--- config.mk ---
export PLATFORM = sky130hd
export DESIGN_NAME = json_token_lexer
export DESIGN_NICKNAME = d
export VERILOG_FILES = /design/src/hdl/jtl_pkg.sv /design/src/hdl/jtl_core.sv /design/src/hdl/jtl_fifo.sv /design/src/hdl/json_token_lexer.sv
export SDC_FILE = /design/constraint.sdc
export NUM_CORES = 2
export LEC_CHECK = 0
export ABC_AREA = 0
export BUFFER_PORTS_ARGS = -buffer_cell sky130_fd_sc_hd__buf_2
export CAP_MARGIN = 20
export CORE_ASPECT_RATIO = 1.25
export CORE_MARGIN = 3
export CORE_UTILIZATION = 29
export DETAILED_ROUTE_END_ITERATION = 10
export GPL_TIMING_DRIVEN = 0
export PLACE_DENSITY = 0.54
export SYNTH_ARGS = -nofsm -noshare
export SYNTH_HDL_FRONTEND = slang
export SYNTH_SLANG_ARGS = --single-unit
--- constraint.sdc ---
create_clock -name clk -period 23.7 [get_ports clk]
set_input_delay 7.11 -clock clk [delete_from_list [all_inputs] [get_ports clk]]
set_output_delay 7.11 -clock clk [all_outputs]
set_load 0.02 [all_outputs]
--- src/hdl/jtl_pkg.sv ---
// Types, codes and character constants of the JSON token lexer.
// No dependencies; used by the lexer core, the result queue, the top level and the checker.
package jtl_pkg;

	localparam logic [2:0] KIND_BRACKET = 3'd0;
	localparam logic [2:0] KIND_COLON   = 3'd1;
	localparam logic [2:0] KIND_COMMA   = 3'd2;
	localparam logic [2:0] KIND_STRING  = 3'd3;
	localparam logic [2:0] KIND_KEYWORD = 3'd4;
	localparam logic [2:0] KIND_NUMBER  = 3'd5;
	localparam logic [2:0] KIND_END     = 3'd6;
	localparam logic [2:0] KIND_ERROR   = 3'd7;

	localparam logic [1:0] BR_LBRACE = 2'd0;
	localparam logic [1:0] BR_RBRACE = 2'd1;
	localparam logic [1:0] BR_LBRACK = 2'd2;
	localparam logic [1:0] BR_RBRACK = 2'd3;

	localparam logic [1:0] KW_TRUE  = 2'd0;
	localparam logic [1:0] KW_NULL  = 2'd1;
	localparam logic [1:0] KW_FALSE = 2'd2;

	localparam logic [2:0] ERR_NONE        = 3'd0;
	localparam logic [2:0] ERR_NO_BRACE    = 3'd1;
	localparam logic [2:0] ERR_BAD_CHAR    = 3'd2;
	localparam logic [2:0] ERR_OPEN_STRING = 3'd3;
	localparam logic [2:0] ERR_BAD_KEYWORD = 3'd4;
	localparam logic [2:0] ERR_SIGN_ALONE  = 3'd5;
	localparam logic [2:0] ERR_OVERFLOW    = 3'd6;
	localparam logic [2:0] ERR_STRAY_SPACE = 3'd7;

	localparam logic [7:0] CH_NUL     = 8'h00;
	localparam logic [7:0] CH_TAB     = 8'h09;
	localparam logic [7:0] CH_NEWLINE = 8'h0A;
	localparam logic [7:0] CH_VTAB    = 8'h0B;
	localparam logic [7:0] CH_FFEED   = 8'h0C;
	localparam logic [7:0] CH_CR      = 8'h0D;
	localparam logic [7:0] CH_SPACE   = 8'h20;
	localparam logic [7:0] CH_QUOTE   = 8'h22;
	localparam logic [7:0] CH_PLUS    = 8'h2B;
	localparam logic [7:0] CH_COMMA   = 8'h2C;
	localparam logic [7:0] CH_MINUS   = 8'h2D;
	localparam logic [7:0] CH_ZERO    = 8'h30;
	localparam logic [7:0] CH_NINE    = 8'h39;
	localparam logic [7:0] CH_COLON   = 8'h3A;
	localparam logic [7:0] CH_LBRACK  = 8'h5B;
	localparam logic [7:0] CH_RBRACK  = 8'h5D;
	localparam logic [7:0] CH_F       = 8'h66;
	localparam logic [7:0] CH_N       = 8'h6E;
	localparam logic [7:0] CH_T       = 8'h74;
	localparam logic [7:0] CH_LBRACE  = 8'h7B;
	localparam logic [7:0] CH_RBRACE  = 8'h7D;

	localparam int QUEUE_DEPTH = 4;
	localparam int PTR_BITS    = $clog2(QUEUE_DEPTH);
	localparam int LEVEL_BITS  = $clog2(QUEUE_DEPTH + 1);

	typedef struct packed {
		logic [2:0]  kind;
		logic [1:0]  bracket;
		logic [1:0]  keyword;
		logic [15:0] offset;
		logic [15:0] length;
		logic [63:0] value;
		logic [2:0]  err;
		logic        last;
	} jtl_result_t;

	typedef struct packed {
		logic [1:0]  count;
		jtl_result_t first;
		jtl_result_t second;
	} jtl_push_t;

	function automatic logic [2:0] kw_len(input logic [1:0] which);
		case (which)
			KW_TRUE:  return 3'd4;
			KW_NULL:  return 3'd4;
			KW_FALSE: return 3'd5;
			default:  return 3'd0;
		endcase
	endfunction

	function automatic logic [7:0] kw_char(input logic [1:0] which, input logic [2:0] idx);
		logic [39:0] word;
		logic [39:0] sh;
		case (which)
			KW_TRUE:  word = {"true", 8'h00};
			KW_NULL:  word = {"null", 8'h00};
			default:  word = "false";
		endcase
		sh = word << {idx, 3'b000};
		return sh[39:32];
	endfunction

endpackage

--- src/hdl/jtl_core.sv ---
// Lexer core: character classes, lexer state registers and result formation.
// Depends on jtl_pkg; feeds up to two results per character to jtl_fifo.
module jtl_core #(
	parameter int OFFSET_BITS = 16,
	parameter int NUMBER_BITS = 64
) (
	input  logic              clk,
	input  logic              arst_n,
	input  logic              step,
	input  logic [7:0]        char_s1,
	output jtl_pkg::jtl_push_t push
);
	import jtl_pkg::*;

	localparam int OB = OFFSET_BITS;
	localparam int NB = NUMBER_BITS;
	localparam int WW = NUMBER_BITS + 4;
	localparam int CW = (OFFSET_BITS > 16) ? OFFSET_BITS : 16;

	typedef enum logic [6:0] {
		MODE_START   = 7'b0000001,
		MODE_IDLE    = 7'b0000010,
		MODE_SPACE   = 7'b0000100,
		MODE_SIGN    = 7'b0001000,
		MODE_DIGITS  = 7'b0010000,
		MODE_STRING  = 7'b0100000,
		MODE_KEYWORD = 7'b1000000
	} mode_t;

	typedef struct packed {
		mode_t         mode;
		logic [OB-1:0] tb;
		logic [OB-1:0] run;
		logic [NB-1:0] mag;
		logic          neg;
		logic [2:0]    kwp;
		logic [1:0]    kww;
		logic          odd;
		logic          failed;
	} lex_state_t;

	localparam lex_state_t ST_RESET = '{
		mode: MODE_START, tb: '0, run: '0, mag: '0, neg: 1'b0,
		kwp: 3'd0, kww: 2'd0, odd: 1'b0, failed: 1'b0
	};

	function automatic logic [OB-1:0] inc_sat(input logic [OB-1:0] x);
		return (&x) ? x : x + 1'b1;
	endfunction

	function automatic logic [15:0] clip16(input logic [OB-1:0] x);
		logic [CW-1:0] xe;
		xe = CW'(x);
		return (xe > CW'(16'hFFFF)) ? 16'hFFFF : xe[15:0];
	endfunction

	function automatic jtl_result_t mk_res(
		input logic [2:0]    kind,
		input logic [1:0]    br,
		input logic [1:0]    kw,
		input logic [OB-1:0] off,
		input logic [OB-1:0] len,
		input logic [63:0]   val,
		input logic [2:0]    err
	);
		jtl_result_t r;
		r.kind    = kind;
		r.bracket = br;
		r.keyword = kw;
		r.offset  = clip16(off);
		r.length  = clip16(len);
		r.value   = val;
		r.err     = err;
		r.last    = 1'b0;
		return r;
	endfunction

	lex_state_t    st_q, n_st, d_st;
	logic [OB-1:0] offset_q, n_offset;

	logic          is_digit, is_plain, is_odd, is_sign;
	logic [3:0]    dval;
	logic [WW-1:0] acc, lim;
	logic          ovf;
	logic [NB-1:0] sgn_mag;
	logic [63:0]   num64;
	jtl_result_t   num_res;
	logic [2:0]    kwp_nx;
	logic          kw_match;

	logic          d_res_v, pre_v, main_v;
	jtl_result_t   d_res, pre, main;

	assign is_digit = (char_s1 >= CH_ZERO) && (char_s1 <= CH_NINE);
	assign is_plain = (char_s1 == CH_SPACE) || (char_s1 == CH_TAB) || (char_s1 == CH_NEWLINE);
	assign is_odd   = (char_s1 == CH_VTAB) || (char_s1 == CH_FFEED) || (char_s1 == CH_CR);
	assign is_sign  = (char_s1 == CH_PLUS) || (char_s1 == CH_MINUS);
	assign dval     = char_s1[3:0];

	// overflow when ten times the magnitude plus the digit passes the signed limit
	assign acc = (WW'(st_q.mag) << 3) + (WW'(st_q.mag) << 1) + WW'(dval);
	assign lim = (WW'(1) << (NB - 1)) - WW'(!st_q.neg);
	assign ovf = acc > lim;

	assign sgn_mag = st_q.neg ? (~st_q.mag + 1'b1) : st_q.mag;
	assign num64   = 64'($signed(sgn_mag));
	assign num_res = mk_res(KIND_NUMBER, BR_LBRACE, KW_TRUE, st_q.tb, st_q.run, num64, ERR_NONE);

	assign kwp_nx   = st_q.kwp + 3'd1;
	assign kw_match = (st_q.kww <= KW_FALSE) && (st_q.kwp < kw_len(st_q.kww))
		&& (char_s1 == kw_char(st_q.kww, st_q.kwp));

	// start of a new lexeme
	always_comb begin
		d_st      = st_q;
		d_st.mode = MODE_IDLE;
		d_res_v   = 1'b0;
		d_res     = '0;
		unique case (char_s1) inside
			CH_LBRACE: begin
				d_res_v = 1'b1;
				d_res   = mk_res(KIND_BRACKET, BR_LBRACE, KW_TRUE, offset_q, OB'(1), '0, ERR_NONE);
			end
			CH_RBRACE: begin
				d_res_v = 1'b1;
				d_res   = mk_res(KIND_BRACKET, BR_RBRACE, KW_TRUE, offset_q, OB'(1), '0, ERR_NONE);
			end
			CH_LBRACK: begin
				d_res_v = 1'b1;
				d_res   = mk_res(KIND_BRACKET, BR_LBRACK, KW_TRUE, offset_q, OB'(1), '0, ERR_NONE);
			end
			CH_RBRACK: begin
				d_res_v = 1'b1;
				d_res   = mk_res(KIND_BRACKET, BR_RBRACK, KW_TRUE, offset_q, OB'(1), '0, ERR_NONE);
			end
			CH_COLON: begin
				d_res_v = 1'b1;
				d_res   = mk_res(KIND_COLON, BR_LBRACE, KW_TRUE, offset_q, OB'(1), '0, ERR_NONE);
			end
			CH_COMMA: begin
				d_res_v = 1'b1;
				d_res   = mk_res(KIND_COMMA, BR_LBRACE, KW_TRUE, offset_q, OB'(1), '0, ERR_NONE);
			end
			CH_QUOTE: begin
				d_st.mode = MODE_STRING;
				d_st.tb   = inc_sat(offset_q);
				d_st.run  = '0;
			end
			CH_T, CH_N, CH_F: begin
				d_st.mode = MODE_KEYWORD;
				d_st.tb   = offset_q;
				d_st.kwp  = 3'd1;
				d_st.kww  = (char_s1 == CH_T) ? KW_TRUE : (char_s1 == CH_N) ? KW_NULL : KW_FALSE;
			end
			CH_PLUS, CH_MINUS: begin
				d_st.mode = MODE_SIGN;
				d_st.tb   = offset_q;
				d_st.run  = OB'(1);
				d_st.neg  = (char_s1 == CH_MINUS);
				d_st.odd  = 1'b0;
			end
			CH_SPACE, CH_TAB, CH_NEWLINE, CH_VTAB, CH_FFEED, CH_CR: begin
				d_st.mode = MODE_SPACE;
				d_st.tb   = offset_q;
				d_st.run  = OB'(1);
				d_st.odd  = is_odd;
			end
			[CH_ZERO:CH_NINE]: begin
				d_st.mode = MODE_DIGITS;
				d_st.tb   = offset_q;
				d_st.run  = OB'(1);
				d_st.mag  = NB'(dval);
				d_st.neg  = 1'b0;
				d_st.odd  = 1'b0;
			end
			default: begin
				d_res_v     = 1'b1;
				d_res       = mk_res(KIND_ERROR, BR_LBRACE, KW_TRUE, offset_q, '0, '0,
					ERR_BAD_CHAR);
				d_st.failed = 1'b1;
			end
		endcase
	end

	always_comb begin
		n_st     = st_q;
		n_offset = offset_q;
		pre_v    = 1'b0;
		main_v   = 1'b0;
		pre      = '0;
		main     = '0;
		if (step) begin
			if (char_s1 == CH_NUL) begin
				if (!st_q.failed) begin
					unique case (st_q.mode)
						MODE_START: begin
							pre_v = 1'b1;
							pre   = mk_res(KIND_ERROR, BR_LBRACE, KW_TRUE, offset_q, '0, '0,
								ERR_NO_BRACE);
						end
						MODE_SPACE: begin
							pre_v = st_q.odd;
							pre   = mk_res(KIND_ERROR, BR_LBRACE, KW_TRUE, st_q.tb, '0, '0,
								ERR_STRAY_SPACE);
						end
						MODE_SIGN: begin
							pre_v = 1'b1;
							pre   = mk_res(KIND_ERROR, BR_LBRACE, KW_TRUE, st_q.tb, '0, '0,
								st_q.odd ? ERR_STRAY_SPACE : ERR_SIGN_ALONE);
						end
						MODE_DIGITS: begin
							pre_v = 1'b1;
							pre   = num_res;
						end
						MODE_STRING: begin
							pre_v = 1'b1;
							pre   = mk_res(KIND_ERROR, BR_LBRACE, KW_TRUE, st_q.tb, '0, '0,
								ERR_OPEN_STRING);
						end
						MODE_KEYWORD: begin
							pre_v = 1'b1;
							pre   = mk_res(KIND_ERROR, BR_LBRACE, KW_TRUE, st_q.tb, '0, '0,
								ERR_BAD_KEYWORD);
						end
						default: pre_v = 1'b0;
					endcase
				end
				main_v   = 1'b1;
				main     = mk_res(KIND_END, BR_LBRACE, KW_TRUE, offset_q, '0, '0, ERR_NONE);
				n_st     = ST_RESET;
				n_offset = '0;
			end else begin
				if (!st_q.failed) begin
					unique case (st_q.mode)
						MODE_START: begin
							n_st.mode = MODE_IDLE;
							main_v    = 1'b1;
							if (char_s1 == CH_LBRACE) begin
								main = mk_res(KIND_BRACKET, BR_LBRACE, KW_TRUE, offset_q, OB'(1),
									'0, ERR_NONE);
							end else begin
								main        = mk_res(KIND_ERROR, BR_LBRACE, KW_TRUE, offset_q,
									'0, '0, ERR_NO_BRACE);
								n_st.failed = 1'b1;
							end
						end
						MODE_SPACE: begin
							if (is_plain || is_odd) begin
								n_st.run = inc_sat(st_q.run);
								n_st.odd = st_q.odd | is_odd;
							end else if (is_sign) begin
								n_st.mode = MODE_SIGN;
								n_st.run  = inc_sat(st_q.run);
								n_st.neg  = (char_s1 == CH_MINUS);
							end else if (is_digit) begin
								n_st.mode = MODE_DIGITS;
								n_st.run  = inc_sat(st_q.run);
								n_st.mag  = NB'(dval);
								n_st.neg  = 1'b0;
							end else if (st_q.odd) begin
								main_v      = 1'b1;
								main        = mk_res(KIND_ERROR, BR_LBRACE, KW_TRUE, st_q.tb,
									'0, '0, ERR_STRAY_SPACE);
								n_st.failed = 1'b1;
								n_st.mode   = MODE_IDLE;
							end else begin
								n_st   = d_st;
								main_v = d_res_v;
								main   = d_res;
							end
						end
						MODE_SIGN: begin
							if (is_digit) begin
								n_st.mode = MODE_DIGITS;
								n_st.run  = inc_sat(st_q.run);
								n_st.mag  = NB'(dval);
							end else begin
								main_v      = 1'b1;
								main        = mk_res(KIND_ERROR, BR_LBRACE, KW_TRUE, st_q.tb,
									'0, '0, st_q.odd ? ERR_STRAY_SPACE : ERR_SIGN_ALONE);
								n_st.failed = 1'b1;
								n_st.mode   = MODE_IDLE;
							end
						end
						MODE_DIGITS: begin
							if (is_digit) begin
								if (ovf) begin
									main_v      = 1'b1;
									main        = mk_res(KIND_ERROR, BR_LBRACE, KW_TRUE, st_q.tb,
										'0, '0, st_q.odd ? ERR_STRAY_SPACE : ERR_OVERFLOW);
									n_st.failed = 1'b1;
									n_st.mode   = MODE_IDLE;
								end else begin
									n_st.mag = acc[NB-1:0];
									n_st.run = inc_sat(st_q.run);
								end
							end else begin
								pre_v  = 1'b1;
								pre    = num_res;
								n_st   = d_st;
								main_v = d_res_v;
								main   = d_res;
							end
						end
						MODE_STRING: begin
							if (char_s1 == CH_QUOTE) begin
								main_v    = 1'b1;
								main      = mk_res(KIND_STRING, BR_LBRACE, KW_TRUE, st_q.tb,
									st_q.run, '0, ERR_NONE);
								n_st.mode = MODE_IDLE;
							end else begin
								n_st.run = inc_sat(st_q.run);
							end
						end
						MODE_KEYWORD: begin
							if (!kw_match) begin
								main_v      = 1'b1;
								main        = mk_res(KIND_ERROR, BR_LBRACE, KW_TRUE, st_q.tb,
									'0, '0, ERR_BAD_KEYWORD);
								n_st.failed = 1'b1;
								n_st.mode   = MODE_IDLE;
							end else begin
								n_st.kwp = kwp_nx;
								if (kwp_nx == kw_len(st_q.kww)) begin
									main_v    = 1'b1;
									main      = mk_res(KIND_KEYWORD, BR_LBRACE, st_q.kww,
										st_q.tb, OB'(kw_len(st_q.kww)), '0, ERR_NONE);
									n_st.mode = MODE_IDLE;
								end
							end
						end
						default: begin
							n_st   = d_st;
							main_v = d_res_v;
							main   = d_res;
						end
					endcase
				end
				n_offset = inc_sat(offset_q);
			end
		end
	end

	// order pending result first, mark the final one
	always_comb begin
		push.count  = 2'(pre_v) + 2'(main_v);
		push.first  = pre_v ? pre : main;
		push.second = main;
		if (pre_v && main_v) begin
			push.second.last = 1'b1;
		end else begin
			push.first.last = 1'b1;
		end
	end

	always_ff @(posedge clk or negedge arst_n) begin
		if (!arst_n) begin
			st_q     <= ST_RESET;
			offset_q <= '0;
		end else if (step) begin
			st_q     <= n_st;
			offset_q <= n_offset;
		end
	end

endmodule

--- src/hdl/jtl_fifo.sv ---
// Result queue: holds up to QUEUE_DEPTH results, takes up to two per cycle, gives at most one.
// Depends on jtl_pkg; filled by jtl_core, drained by the output channel.
module jtl_fifo (
	input  logic                 clk,
	input  logic                 arst_n,
	input  jtl_pkg::jtl_push_t   push,
	input  logic                 pop,
	output jtl_pkg::jtl_result_t head,
	output logic                 not_empty,
	output logic                 room
);
	import jtl_pkg::*;

	jtl_result_t           slot_q [QUEUE_DEPTH];
	logic [PTR_BITS-1:0]   wp_q, rp_q, wp_nx1;
	logic [LEVEL_BITS-1:0] level_q;
	logic                  do_pop;

	assign wp_nx1    = wp_q + PTR_BITS'(1);
	assign not_empty = (level_q != '0);
	assign do_pop    = pop && not_empty;
	assign head      = slot_q[rp_q];
	assign room      = (level_q <= LEVEL_BITS'(QUEUE_DEPTH - 2));

	always_ff @(posedge clk) begin
		if (push.count != 2'd0) begin
			slot_q[wp_q] <= push.first;
		end
		if (push.count == 2'd2) begin
			slot_q[wp_nx1] <= push.second;
		end
	end

	always_ff @(posedge clk or negedge arst_n) begin
		if (!arst_n) begin
			wp_q    <= '0;
			rp_q    <= '0;
			level_q <= '0;
		end else begin
			wp_q    <= wp_q + PTR_BITS'(push.count);
			rp_q    <= rp_q + PTR_BITS'(do_pop);
			level_q <= level_q + LEVEL_BITS'(push.count) - LEVEL_BITS'(do_pop);
		end
	end

endmodule

--- src/hdl/json_token_lexer.sv ---
// Top level of the JSON token lexer: input stage register, lexer core, result queue.
// Depends on jtl_pkg, jtl_core and jtl_fifo.
//
//  channel | handshake                 | payload
//  --------+---------------------------+------------------------------------------
//  char    | char_valid / char_ready   | text_char
//  token   | token_valid / token_ready | token_kind .. error_code, last
//
// One character is taken per cycle while char_ready is high; its results enter
// the queue from the input stage. A character with two results gives two items.
// char_ready drops while a character waits in the input stage and the four-entry
// result queue has fewer than two free slots.
// arst_n clears the lexer state, queue pointers and input stage valid flag at once.
module json_token_lexer #(
	parameter int OFFSET_BITS = 16,
	parameter int NUMBER_BITS = 64
) (
	input  logic               clk,
	input  logic               arst_n,
	input  logic [7:0]         text_char,
	input  logic               char_valid,
	output logic               char_ready,
	output logic [2:0]         token_kind,
	output logic [1:0]         bracket_code,
	output logic [1:0]         keyword_code,
	output logic [15:0]        token_offset,
	output logic [15:0]        token_length,
	output logic signed [63:0] number_value,
	output logic [2:0]         error_code,
	output logic               last,
	output logic               token_valid,
	input  logic               token_ready
);
	import jtl_pkg::*;

	logic        valid_s1;
	logic [7:0]  char_s1;
	logic        fire, room;
	jtl_push_t   push;
	jtl_result_t head;

	assign fire       = valid_s1 && room;
	assign char_ready = !valid_s1 || room;

	always_ff @(posedge clk or negedge arst_n) begin
		if (!arst_n) begin
			valid_s1 <= 1'b0;
		end else if (char_valid && char_ready) begin
			valid_s1 <= 1'b1;
		end else if (fire) begin
			valid_s1 <= 1'b0;
		end
	end

	always_ff @(posedge clk) begin
		if (char_valid && char_ready) begin
			char_s1 <= text_char;
		end
	end

	jtl_core #(
		.OFFSET_BITS(OFFSET_BITS),
		.NUMBER_BITS(NUMBER_BITS)
	) u_core (
		.clk    (clk),
		.arst_n (arst_n),
		.step   (fire),
		.char_s1(char_s1),
		.push   (push)
	);

	jtl_fifo u_queue (
		.clk      (clk),
		.arst_n   (arst_n),
		.push     (push),
		.pop      (token_ready),
		.head     (head),
		.not_empty(token_valid),
		.room     (room)
	);

	assign token_kind   = head.kind;
	assign bracket_code = head.bracket;
	assign keyword_code = head.keyword;
	assign token_offset = head.offset;
	assign token_length = head.length;
	assign number_value = $signed(head.value);
	assign error_code   = head.err;
	assign last         = head.last;

endmodule

# [Word level (Yosys, flattened, before mapping)]
# Memories as Yosys holds them, arrays and structs flattened.
# Index checks and enable logic that the tools add are counted.
[op_classes] multipliers=0 n_reduce_logical=43 bitwise_logic=2 muxes=122 add_sub_neg=13 div_mod_pow=0 shifts=1 order_cmp=9 eq_ne=51
[ops] op="$mux W107" count=20
[ops] op="$pmux W107 S6" count=2
[ops] op="$pmux W107 S7" count=1
[ops] op="$pmux W64 S4" count=1
[ops] op="$mux W80" count=3
[ops] op="$mux W111" count=2
[ops] op="$mux W16" count=12
[ops] op="$mux W64" count=3
[ops] op="$pmux W23 S5" count=1
[ops] op="$mux W106" count=1
[ops] op="$mux W103" count=1
[ops] op="$mux W81" count=1
[ops] op="$pmux W16 S5" count=1
[ops] op="$mux W7" count=11
[ops] op="$pmux W37 S2" count=1
[ops] op="$mux W70" count=1
[ops] op="$add A67 B65 Y68" count=1
[ops] op="$add A68 B4 Y68" count=1
[ops] op="$gt A68 B68 Y1" count=1
[ops] op="$sub A64 B1 Y65 const A" count=1
[ops] op="$add A64 B1 Y64 const B" count=1
[ops] op="$not A64 Y64" count=1
[ops] op="$eq A8 B7 Y1 const B" count=7
[ops] op="$eq A8 B6 Y1 const B" count=6
[ops] op="other kinds (69)" count=160
[word_totals] latchBits=0 rom_bits=0 input_bits=12 wordCells=257 reg_bits=143 output_inout_bits=109 memories=1 ram_bits=428
[mem_list] name="u_queue.slot_q" depth=4 word_bits=107 read_ports=1 rd_clocked_by_memory_dff=0 write_ports=2 line_no="jtl_fifo.sv:14" text="jtl_result_t slot_q [QUEUE_DEPTH];"

# [Longest topological paths before layout]
[logic_depth] ltp_word=22 mapped_depth=34 depth_no_buf=32

# [Cells and area by module]
# Synthesis repeated with hierarchy kept, for this count alone.
[unflattened] hier_cells=3507 area_unflattened_um2=39321.5
[by_module_without_submodules] module="jtl_fifo" seq_area_each_um2=13027.5 cells_per_inst=1077 instances=1 area_per_inst_um2=21162.8
[by_module_without_submodules] module="jtl_core" seq_area_each_um2=3179.3 cells_per_inst=2417 instances=1 area_per_inst_um2=17858.4
[by_module_without_submodules] module="json_token_lexer" seq_area_each_um2=265.3 cells_per_inst=13 instances=1 area_per_inst_um2=300.3

# [Worst setup path after synthesis]
# Ideal clock, no wire load.
[synth_timing] kind="reg-to-output" startpoint="reg u_queue.rp_q[0]" endpoint="out bracket_code[0]" required_ns=16.590 arrival_time_ns=1.831 n_path_buf=2 path_stages_with_launch=4 setup_slack_ns=14.759 path_cell_list="dfrtp_1 clkbuf_1 buf_1 mux4_2"
[synth_between] elab_chain_cells=1
[synth_rtl] item="from (decl)" line_no="jtl_fifo.sv:15" text="logic [PTR_BITS-1:0] wp_q, rp_q, wp_nx1;"
[synth_rtl] item="from (signal assigned)" line_no="jtl_fifo.sv:41" text="rp_q <= rp_q + PTR_BITS'(do_pop);"
[synth_rtl] item="$mem_v2 Z4 W107"
[synth_rtl] item="to (decl)" line_no="json_token_lexer.sv:24" text="output logic [1:0] bracket_code,"
# No other way between the ends.

==> metrics.txt <==
# TYPE chip_impl_metric gauge
chip_impl_metric{name="drv_slew",unit=""} 0
chip_impl_metric{name="first_pass_grt_wire_length",unit="mm"} 182.5
chip_impl_metric{name="layout-drive-gt1-share",unit=""} 0.1051
chip_impl_metric{name="detail_route.iter0.violations",unit=""} 2396
chip_impl_metric{name="detailed_place.area",unit="um^2"} 36750
chip_impl_metric{name="cts.htree.levels",unit=""} 3
chip_impl_metric{name="area.growth.synth_to_final",unit="%"} 15.13
chip_impl_metric{name="timing.hold.ws",unit="ps"} 466.8
chip_impl_metric{name="critPathArrivalTime",unit="ps"} 12230
chip_impl_metric{name="post_synth.cell_area_avg",unit="um^2"} 9.915
chip_impl_metric{name="power_density",unit="nW/um^2"} 71.32
chip_impl_metric{name="clk-insertion-delay-late",unit="ps"} 650
chip_impl_metric{name="dp.final_hpwl",unit="mm"} 90.42
chip_impl_info{name="final_cell_mix",value="sky130_fd_sc_hd__a22o_1, sky130_fd_sc_hd__nand2_1, sky130_fd_sc_hd__clkbuf_1, sky130_fd_sc_hd__nor2_1, sky130_fd_sc_hd__dfxtp_1"} 1
chip_impl_metric{name="fp.coreArea",unit="um^2"} 115500
chip_impl_info{name="grt_setup_unrepaired",value="false"} 1
chip_impl_metric{name="cp_slowest_stage_delay",unit="ps"} 860
chip_impl_info{name="layout.cells.most_common",value="sky130_fd_sc_hd__a22o_1"} 1
chip_impl_metric{name="fin_setup_tns",unit="ps"} 0
chip_impl_metric{name="ys_ff_latch",unit=""} 571
chip_impl_metric{name="antenna_found_initial",unit=""} 6
chip_impl_metric{name="worstMarginPinSlew",unit="ps"} 1207
chip_impl_metric{name="post_cts.repair.setup_buffers",unit=""} 0
chip_impl_metric{name="antenna_left",unit=""} 0
chip_impl_metric{name="setup_viol",unit=""} 0
chip_impl_info{name="slowest_stage",value="sky130_fd_sc_hd__o311ai_0"} 1
chip_impl_metric{name="cap_violations",unit=""} 0
chip_impl_metric{name="post_detailed_routing_wire_length",unit="mm"} 119.1
chip_impl_metric{name="cp_max_fo",unit=""} 30
chip_impl_metric{name="viasPerCell",unit=""} 5.547
chip_impl_metric{name="cts_inserted_buffers",unit=""} 70
chip_impl_metric{name="r2r_cells",unit=""} 33
chip_impl_metric{name="period_minus_slack",unit="ps"} 11870
chip_impl_metric{name="route.detailed.wl_per_inst",unit="um"} 22.72
chip_impl_metric{name="first_global_vias",unit=""} 29011
chip_impl_info{name="cts_tree",value="done"} 1
chip_impl_info{name="synth_flop_cell",value="sky130_fd_sc_hd__dfxtp_1"} 1
chip_impl_metric{name="yosysSeqAreaShare",unit=""} 0.4097
chip_impl_metric{name="die_height",unit="um"} 388.5
chip_impl_info{name="worst_r2r_endpoint",value="u_queue.slot_q[0][98]"} 1
chip_impl_metric{name="initial_core_util",unit=""} 0.2940
chip_impl_info{name="clk_root_buffer_cell",value="sky130_fd_sc_hd__clkbuf_16"} 1
chip_impl_metric{name="slew_headroom",unit=""} 0.1953
chip_impl_metric{name="hold_violations",unit=""} 0
chip_impl_metric{name="finalNetCount",unit=""} 3854
chip_impl_info{name="timing.hold.worst_endpoint",value="u_queue.slot_q[3][4]"} 1
chip_impl_metric{name="postLayoutCoreUtil",unit=""} 0.3384
chip_impl_metric{name="globalRouteOverflowTotal",unit=""} 0
chip_impl_metric{name="grtUsageTotal",unit=""} 0.1916
chip_impl_metric{name="stdcell_area",unit="um^2"} 39080
chip_impl_metric{name="die_w",unit="um"} 312.0
chip_impl_info{name="ff_to_ff_start",value="char_s1[1]"} 1
chip_impl_metric{name="synth-edff-count",unit=""} 180
chip_impl_metric{name="postSynthCellCount",unit=""} 3424
chip_impl_metric{name="boundaryPins",unit=""} 121
chip_impl_metric{name="die_area",unit="um^2"} 121200
chip_impl_metric{name="finClkSkew",unit="ps"} 43.97
chip_impl_metric{name="worst_setup_hold_path_clk_slew",unit="ps"} 60
chip_impl_metric{name="clk_path_buf_depth",unit=""} 3
chip_impl_metric{name="routabilityCongestion",unit=""} 0.9399
chip_impl_metric{name="layoutNonFillerInstCount",unit=""} 5242
chip_impl_metric{name="crit_path_required_time",unit="ps"} 24060
chip_impl_info{name="worstHoldStart",value="u_queue.slot_q[3][4]"} 1
chip_impl_metric{name="route.detailed.drc",unit=""} 0
chip_impl_metric{name="async_flop_share",unit=""} 0.2364
chip_impl_metric{name="mappedNetlistArea",unit="um^2"} 33950
chip_impl_info{name="hold_path_class",value="reg -> reg"} 1
chip_impl_metric{name="final_critical_path_share_of_the_clock_period",unit=""} 0.5010
chip_impl_metric{name="placedCellCount",unit=""} 5112
chip_impl_info{name="outcome",value="complete, no violations"} 1
chip_impl_metric{name="drtPass1Iterations",unit=""} 5
chip_impl_metric{name="ctsHoldBuffers",unit=""} 0
chip_impl_metric{name="p_leak",unit="nW"} 15.32
chip_impl_metric{name="synthesis.yosys.warnings",unit=""} 0
chip_impl_metric{name="reg2reg_slack",unit="ps"} 11830
chip_impl_metric{name="worstHoldPathCells",unit=""} 1
chip_impl_metric{name="via_count",unit=""} 29075
chip_impl_metric{name="post_synth_num_cell_types",unit=""} 84
chip_impl_info{name="setup.worst_path.start_class",value="flip-flop"} 1
chip_impl_metric{name="clock_sinks",unit=""} 571
chip_impl_metric{name="vdd.ir_drop.worst",unit="uV"} 48.57
chip_impl_metric{name="io_buf_count",unit=""} 120
chip_impl_metric{name="max_freq",unit="MHz"} 84.22
chip_impl_metric{name="number_of_core_rows",unit=""} 139
chip_impl_metric{name="post_cts_resize_count",unit=""} 0
chip_impl_info{name="kind_of_critical_path",value="reg -> reg"} 1
chip_impl_info{name="worst_setup_path_end_kind",value="flip-flop"} 1
chip_impl_metric{name="syn_nets",unit=""} 3643
chip_impl_metric{name="grt_start_max_net_pins",unit=""} 85
chip_impl_metric{name="filler_cell_count",unit=""} 11931
[Yosys cell counts, drive strengths merged, types with 19 or more instances]
| master | number | area [um^2] |
|---|---|---|
| xnor2 | 45 | 394.1 |
| edfxtp | 180 | 5405 |
| o31ai | 48 | 370.3 |
| nand4 | 43 | 269.0 |
| ha | 204 | 2552 |
| inv | 52 | 195.2 |
| clkbuf | 241 | 904.6 |
| a31oi | 31 | 193.9 |
| nor4 | 23 | 143.9 |
| a21oi | 191 | 955.9 |
| nor2b | 19 | 118.9 |
| and3 | 24 | 150.1 |
| o21ai | 237 | 1186 |
| or3 | 36 | 225.2 |
| nor3 | 38 | 190.2 |
| dfrtp | 134 | 3353 |
| o22ai | 62 | 387.9 |
| nand2 | 263 | 987.2 |
| a21o | 32 | 240.2 |
| dfxtp | 256 | 5125 |
| nor2 | 258 | 968.4 |
| o211ai | 20 | 150.1 |
| and2 | 85 | 531.8 |
| or4 | 20 | 153.9 |
| xor2 | 89 | 779.5 |
| a22o | 323 | 2829 |
| mux4 | 107 | 2410 |
| nand3 | 62 | 310.3 |
| nand2b | 23 | 143.9 |
[cell families (layout without fill, tap and decap cells)]
kind of cell	Yosys count	count (layout)	synth area share
compound gates	1150	1150	0.2378
simple gates	940	940	0.1345
flops	571	571	0.4097
buf+inv	312	578	0.03457
fa+ha+maj	207	207	0.07695
xor+xnor	134	134	0.03457
mux	110	110	0.07191
other cells	0	1	0
[state kept, by name, summed over array words and instances (netlist names)]
signal / flops
u_queue.wp_q: 2
u_queue.level_q: 3
valid_s1: 1
u_core.offset_q: 16
u_queue.rp_q: 2
char_s1: 8
u_core.st_q: 111
u_queue.slot_q: 428
[worst max path at each step]
| stage | start | endpoint | slack, ps | depth (start not counted) |
|---|---|---|---|---|
| 4_1_cts | char_s1[2] | u_queue.slot_q[0][103] | 11910 | 33 |
| 3_3_place_gp | char_s1[2] | u_queue.slot_q[0][90] | 10350 | 31 |
| 5_1_grt | char_s1[2] | u_queue.slot_q[0][97] | 11110 | 33 |
| 3_5_place_dp | char_s1[2] | u_queue.slot_q[0][90] | 11980 | 33 |
| 2_1_floorplan | u_queue.rp_q[0] | bracket_code[0] | 14760 | 3 |
| 6_report | char_s1[1] | u_queue.slot_q[0][98] | 11830 | 33 |
[per-stage QoR]
step           setup WS (ps)  power, mW
2_1_floorplan          14760      1.513
3_3_place_gp           10350      1.730
3_5_place_dp           11980      1.737
4_1_cts                11910      2.815
5_1_grt                11110      2.909
6_report               11830      2.787
[report_power, final]
part	switching (mW)	internal [mW]
Clock	0.458	0.615
Sequential	0.0347	1.04
Combinational	0.409	0.235
Total	0.901	1.89
[layer usage]
metal,up-vias,part of all wire,global-route usage
met1,14489,0.42,0.2396
met4,0,0.034,0.06602
met2,811,0.50,0.3399
met5,-,0,0
li1,13581,-,-
met3,194,0.045,0.02293
[area by class of cell]
class / count / area [um^2] / share of cell area
Timing Repair Buffer: 139 / 853.3 / 0.02183
Multi-Input combinational cell: 2541 / 18890 / 0.4833
Inverter: 53 / 198.9 / 0.005090
Sequential cell: 571 / 13910 / 0.3559
Buffer: 259 / 974.7 / 0.02494
Clock buffer: 98 / 1971 / 0.05042
Antenna cell: 1 / 2.502 / 0.00006403
Clock inverter: 29 / 341.6 / 0.008740
Tap cell: 1551 / 1941 / 0.04965
[worst max-delay path: cells and delay by family (launching register included)]
kind	cells	cell delay (ps)
buf+inv	7	2470
flops	1	610
simple gates	8	2830
xor+xnor	1	180
fa+ha+maj	5	1310
compound gates	12	4140
Power figures use the tool's default switching activity.
